===== src/hdl/afb_pkg.sv =====
`timescale 1ns / 1ps
`default_nettype none

package afb_pkg;

  // Operand and result width.
  localparam int DATA_W = 16;

  // Operation codes carried in the kind field.
  typedef enum logic [3:0] {
    KIND_ADD  = 4'd0,
    KIND_ADC  = 4'd1,
    KIND_SUB  = 4'd2,
    KIND_SBC  = 4'd3,
    KIND_RSUB = 4'd4,
    KIND_AND  = 4'd5,
    KIND_OR   = 4'd6,
    KIND_XOR  = 4'd7,
    KIND_TEST = 4'd8
  } kind_t;

  // Branch condition codes. Codes 13 to 15 are never true.
  typedef enum logic [3:0] {
    COND_AL   = 4'd0,
    COND_HI   = 4'd1,
    COND_LS   = 4'd2,
    COND_HS   = 4'd3,
    COND_LO   = 4'd4,
    COND_EQ   = 4'd5,
    COND_NE   = 4'd6,
    COND_GE   = 4'd7,
    COND_LT   = 4'd8,
    COND_GT   = 4'd9,
    COND_LE   = 4'd10,
    COND_AL_B = 4'd11,
    COND_AL_C = 4'd12
  } cond_t;

  typedef struct packed {
    logic n;
    logic z;
    logic v;
    logic c;
  } flags_t;

  // One request as held in the input register.
  typedef struct packed {
    logic [3:0]        kind;
    logic [DATA_W-1:0] operand_a;
    logic [DATA_W-1:0] operand_b;
    logic [3:0]        condition;
    logic              clear_carry;
  } req_t;

endpackage

`default_nettype wire


===== src/hdl/afb_alu.sv =====
`timescale 1ns / 1ps
`default_nettype none

module afb_alu (
  input  wire logic [3:0]                 kind,
  input  wire logic [afb_pkg::DATA_W-1:0] operand_a,
  input  wire logic [afb_pkg::DATA_W-1:0] operand_b,
  input  wire logic                       clear_carry,
  input  wire afb_pkg::flags_t            flags_in,
  output logic [afb_pkg::DATA_W-1:0]      result,
  output afb_pkg::flags_t                 flags_out
);
  import afb_pkg::*;

  logic              is_alu;
  logic              is_arith;
  logic              is_sub;
  logic              c_in;
  logic              cin;
  logic [DATA_W-1:0] b_eff;
  logic [DATA_W:0]   sum;
  logic [DATA_W-1:0] r;
  logic              c_new;

  always_comb begin
    is_alu   = (kind <= KIND_XOR);
    is_arith = (kind <= KIND_SBC);
    is_sub   = (kind == KIND_SUB) || (kind == KIND_SBC);
    c_in     = clear_carry ? 1'b0 : flags_in.c;
    b_eff    = is_sub ? ~operand_b : operand_b;

    // For subtraction the carry-in is the inverse of the borrow.
    case (kind)
      KIND_ADD: cin = 1'b0;
      KIND_ADC: cin = c_in;
      KIND_SUB: cin = 1'b1;
      KIND_SBC: cin = ~c_in;
      default:  cin = 1'b0;
    endcase

    sum = {1'b0, operand_a} + {1'b0, b_eff} + {{DATA_W{1'b0}}, cin};

    case (kind)
      KIND_ADD, KIND_ADC, KIND_SUB, KIND_SBC: r = sum[DATA_W-1:0];
      KIND_RSUB: r = operand_b - operand_a;
      KIND_AND:  r = operand_a & operand_b;
      KIND_OR:   r = operand_a | operand_b;
      KIND_XOR:  r = operand_a ^ operand_b;
      default:   r = '0;
    endcase

    // C is a borrow after subtraction and the carry out after addition; the other ops keep the incoming C.
    c_new = is_arith ? (sum[DATA_W] ^ is_sub) : c_in;

    result = r;
    if (is_alu) begin
      flags_out.n = r[DATA_W-1];
      flags_out.z = (r == '0);
      flags_out.v = (operand_a[DATA_W-1] ^ r[DATA_W-1]) & (b_eff[DATA_W-1] ^ r[DATA_W-1]);
      flags_out.c = c_new;
    end else begin
      flags_out = flags_in;
    end
  end

endmodule

`default_nettype wire


===== config.mk =====
export PLATFORM = sky130hd
export DESIGN_NAME = afb_alu
export DESIGN_NICKNAME = d
export VERILOG_FILES = /design/src/hdl/afb_pkg.sv /design/src/hdl/afb_alu.sv
export SDC_FILE = /design/constraint.sdc
export NUM_CORES = 1
export LEC_CHECK = 0
export ABC_AREA = 1
export CAP_MARGIN = 20
export CORE_MARGIN = 5
export CORE_UTILIZATION = 53
export DETAILED_ROUTE_END_ITERATION = 12
export DONT_BUFFER_PORTS = 1
export PLACE_DENSITY = 0.68
export SLEW_MARGIN = 20
export SYNTH_ARGS = -nofsm -noshare
export SYNTH_HDL_FRONTEND = slang
export SYNTH_SLANG_ARGS = --single-unit

===== constraint.sdc =====
create_clock -name vclk -period 6.25
set_input_delay 0.625 -clock vclk [all_inputs]
set_output_delay 0.625 -clock vclk [all_outputs]
set_load 0.005 [all_outputs]

## After elaboration in Yosys (flattened, before gate mapping)

Index checks and enable logic that the tools add are counted.

| word-level totals | value |
|---|---|
| bits in read-only memories | 0 |
| register bits | 0 |
| input bits | 41 |
| memories kept | 0 |
| word-level logic and storage cells | 31 |
| latch bits | 0 |
| memory bits (writable) | 0 |

| cells by class | value |
|---|---|
| reduce and logical (&&, ||, !) cells | 4 |
| divide/modulo/power cells | 0 |
| add/sub/neg operators | 3 |
| multipliers | 0 |
| shift-type cells | 0 |
| bitwise logic cells | 9 |
| equal/unequal tests | 7 |
| $lt $le $gt $ge | 2 |
| multiplexer cells | 6 |

Operators with widths:

| kind | number |
|---|---|
| 16-bit case mux with 5 select lines | 1 |
| 16-bit by 16-bit adder with 17-bit output | 1 |
| 17-bit by 1-bit adder with 17-bit output | 1 |
| 16-bit AND | 1 |
| 4-bit by 3-bit equality test with 1-bit output, second input constant | 4 |
| 16-bit logical NOT | 1 |
| 16-bit two-way mux | 1 |
| 16-bit inverter | 1 |
| 16-bit bitwise OR | 1 |
| 16-bit subtractor | 1 |
| 16-bit bitwise XOR | 1 |
| 4-bit by 2-bit equality test with 1-bit output, second input constant | 2 |
| 4-bit by 1-bit equality test with 1-bit output, second input constant | 1 |
| 4-bit by 2-bit <= comparator with 1-bit output, second input constant | 1 |
| 4-bit by 3-bit <= comparator with 1-bit output, second input constant | 1 |
| 4-bit logical NOT | 1 |
| 4-bit two-way mux | 1 |
| 4-bit OR reduction | 1 |
| 1-bit case mux with 3 select lines | 1 |
| 1-bit bitwise XOR | 3 |
| 1-bit two-way mux | 2 |
| 1-bit AND | 1 |
| 1-bit logical OR | 1 |
| 1-bit inverter | 1 |

## Logic depth before layout (Yosys ltp)

| logic depth | value |
|---|---|
| word-level depth | 9 |
| mapped depth | 23 |
| depth with buffers taken out | 22 |

## Least setup slack after synthesis

No wires, ideal clock.

| timing path | value |
|---|---|
| path kind | input to output |
| from | input port kind[3] |
| to | output port flags_out[2] in the netlist's numbering |
| path buffers | 1 |
| arrival time | 3013 ps |
| path slack | 2612 ps |
| stages on the path | 23 |
| required time | 5625 ps |
| path through | buf_6 inv_4 nand2_2 nor2_4 xor2_1 fa_1 inv_1 fa_1 inv_1 nand2_1 nand2_1 nand3_1 nand2_1 nand2_1 nand2_1 nand2_1 nand3_1 nand3_1 nor2_1 nand2_1 nor2_1 nand2_1 nand2_1 |

RTL lines:

| what | line | text |
|---|---|---|
| start: declaration | afb_alu.sv:5 | `input wire logic [3:0] kind,` |
| end: declaration | afb_alu.sv:11 | `output afb_pkg::flags_t flags_out` |

==> results list <==
* Outcome: complete, no violations
* Die Width: 89.0 um
- Half-perimeter wire length after placement: 8610 um
* Via-to-Cell Ratio: around 5.4
- The total overflow left after global routing is 0.
- Setup repair after global routing left no endpoint under its margin.
* Number of port buffers: 0
* Number of cells upsized or downsized after cts: 0
* Final Hold Vio Count: 0
- The largest single stage delay on the critical path is 480 ps.
- The first TritonRoute pass finished after 5 iterations.
- The number of different library cells used by synthesis comes to 36.
* Sequential cell count: 0
* Number of top-level pins: 61
- The total area inside the core boundary comes to 5990 um2.
* Largest net degree at the start of global routing: 18
- Syn nets: 718
- In the final layout, the share of cells above drive strength 1 is 0.0412.
* Initial Utilization: 0.552
* Die H: slightly below 90 um
* Synth Cell Area: 3310 um2
- Final routed wire length divided by cell count: approximately 15 um
- Along the worst path, the maximum fanout reaches 17.
* Arrival @ worst endpoint: 3660 ps
- The tool flagged a number of max-cap violations equal to 0.
- In this run the worst hold path is classified as primary input to primary output.
- The first global-routing pass estimated ~16000 um of wire.
- For the final routed database, the setup TNS stands at 0 ps.
* Upper clock frequency limit: 0.233 GHz
- For this run, the register share of the synthesized area comes to 0.
- Area occupied by multi-input gates: 2780 um2
- Setup violations remaining at the end of the flow were counted as 0.
* Register Area: 0 um2
- The floorplan has 28 rows.
- Routability congestion estimate from global placement: a little over 0.9
- Once layout is complete, the utilization of the core stands at 0.561.
* Drt initial violations: around 230
- Final period util: 0.686
* Initial antenna violation count: 0
- The most numerous cell type found on the critical path is sky130_fd_sc_hd__nand2_1.
- Cell with the largest stage delay on the worst path: sky130_fd_sc_hd__nor2_4
- Dividing the synthesized area by the synthesized cell count gives 5.40 um2.
- Buffers inserted to repair hold after CTS numbered 0.
* YS warnings: 0
* Count of fill cells added during filler insertion: roughly 650
- In the global route stage, overall resource usage came out at 0.251.
- The signal on the critical path passes through inv_2 > nand2_2 > nor2_4 > xor2_1 > fa_1 > inv_1 > fa_1 > inv_1 > nand2_1 > nand2_1 > nand3_1 > nand2_1 > nand2_1 > nand2_1 > nand2_1 > nand3_1 > nand3_1 > nor2_1 > nand2_1 > nor2_1 > nand2_1 > nand2_1.
* Setup Crit Path Kind: primary input to primary output
* Data required time at the worst endpoint: between 5000 and 6000 ps
- The worst-case IR drop observed on VDD is 0.0455 mV.
* Worst Max-Slew Pin Slew: 574 ps
* Cells after Synth: 612
- The worst setup path is captured at a primary output.
- After layout, the clock buffer instance count stands at 0.
* Via Count: 3682
* Startpoint types: primary input
* Area added between synthesis and finish: 1.63%
- DIE AREA: just under 8000 um2
* N_diodes: 0
* Power density relative to cell area: approximately 87 nW/um2
- After detailed routing, the number of remaining DRC violations is 0.
* Final count of pins violating max slew: 0
- Sum of routed wire length over all layers: 9920 um
* Number of buffers inserted by post-CTS setup repair: 0
- Via count of the first global-routing pass: 3312
- In this run the tightest slew margin relative to its limit is 0.616.
* Reported leakage power: 2.13 nW
- Time the final worst path needs with I/O delays and setup: 4290 ps
* Final ANT Viol Nets: 0
- The net count of the finished layout is 715.
## final cells by class
class | instances | share of cell area
inverter | 126 | 0.142
multi-input combinational | 480 | 0.828
tap | 75 | 0.0279
timing repair buffer | 1 | 0.00223
## power by group
part           internal (mW)  switching (mW)
logic                 0.0998           0.192
registers                  0               0
clock network              0               0
## cell usage after synthesis (2+ instances only)
cell                       count  area share
sky130_fd_sc_hd__a21oi_1      21       0.032
sky130_fd_sc_hd__a221oi_1      8       0.021
sky130_fd_sc_hd__and2_1        2      0.0038
sky130_fd_sc_hd__buf_2         2      0.0030
sky130_fd_sc_hd__buf_4         2      0.0045
sky130_fd_sc_hd__buf_6         2      0.0068
sky130_fd_sc_hd__fa_1          3       0.018
sky130_fd_sc_hd__ha_1         62        0.23
sky130_fd_sc_hd__inv_1       113        0.13
sky130_fd_sc_hd__inv_2        11       0.012
sky130_fd_sc_hd__nand2_1     169        0.19
sky130_fd_sc_hd__nand2_2       3      0.0057
sky130_fd_sc_hd__nand3_1      78        0.12
sky130_fd_sc_hd__nand3_2       2      0.0061
sky130_fd_sc_hd__nand3b_1      3      0.0068
sky130_fd_sc_hd__nand4_1       6       0.011
sky130_fd_sc_hd__nor2_1       76       0.086
sky130_fd_sc_hd__nor2_2        2      0.0038
sky130_fd_sc_hd__nor2_4        2      0.0068
sky130_fd_sc_hd__nor3_1        4      0.0061
sky130_fd_sc_hd__o21ai_0       3      0.0045
sky130_fd_sc_hd__o21ai_1       3      0.0045
sky130_fd_sc_hd__o22ai_1       4      0.0076
sky130_fd_sc_hd__or2_0         2      0.0038
sky130_fd_sc_hd__or2_1         2      0.0038
sky130_fd_sc_hd__xor2_1       17       0.045
## metrics by stage
stage          instance area, um2  setup slack (ps)  hold WS (ps)  std cells  power, mW
4_1_cts                      3360              1960          1290        682      0.288
2_1_floorplan                3310              2610          1350        612      0.229
3_3_place_gp                 3350              2050          1290        681      0.282
5_1_grt                      3360              1650          1290        682      0.332
6_report                     3360              1960          1290        682      0.291
3_5_place_dp                 3360              1980          1290        682      0.287
## logic make-up after synthesis
group,Yosys count,synth area share
simple gates,355,0.465
buf+inv,132,0.158
fa+ha+maj,65,0.253
compound gates,43,0.0791
xor+xnor,17,0.0450
## final timing paths
check / start / to / cells after the start
worst max-delay path: kind[2] / flags_out[2] / 22
worst min-delay path: kind[3] / result[3] / 1
## layout by cell type, fill, tap and decap left out, types with 2 or more instances in the layout
cell type                    n
sky130_fd_sc_hd__a221oi_1    8
sky130_fd_sc_hd__nand3b_1    3
sky130_fd_sc_hd__o21ai_1     3
sky130_fd_sc_hd__fa_1        3
sky130_fd_sc_hd__ha_1       62
sky130_fd_sc_hd__nand2_2     3
sky130_fd_sc_hd__nor2_2      2
sky130_fd_sc_hd__nand4_1     6
sky130_fd_sc_hd__nor3_1      4
sky130_fd_sc_hd__inv_1     113
sky130_fd_sc_hd__and2_1      2
sky130_fd_sc_hd__or2_1       2
sky130_fd_sc_hd__nor2_1     76
sky130_fd_sc_hd__or2_0       2
sky130_fd_sc_hd__nand2_1   169
sky130_fd_sc_hd__a21oi_1    21
sky130_fd_sc_hd__nor2_4      2
sky130_fd_sc_hd__o22ai_1     4
sky130_fd_sc_hd__nand3_2     2
sky130_fd_sc_hd__nand3_1    78
sky130_fd_sc_hd__o21ai_0     3
sky130_fd_sc_hd__inv_2      11
sky130_fd_sc_hd__xor2_1     17
## worst max-delay path: cells and delay by family
| kind | cells | cell delay, ps |
|---|---|---|
| xor gates and xnor gates | 1 | 240 |
| buffers and inverters | 3 | 240 |
| adders and majority gates | 2 | 590 |
| and+or+nand+nor | 16 | 1960 |
## routing by layer
| layer | vias to the layer above | track usage | share of wire |
|---|---|---|---|
| li1 | 1912 | - | - |
| met1 | 1661 | 0.359 | 0.47 |
| met2 | 107 | 0.430 | 0.46 |
| met3 | 2 | 0.0258 | 0.069 |
| met4 | 0 | 0.00947 | 0.00081 |
| met5 | - | 0 | 0 |
(Power assumes the default switching activity.)
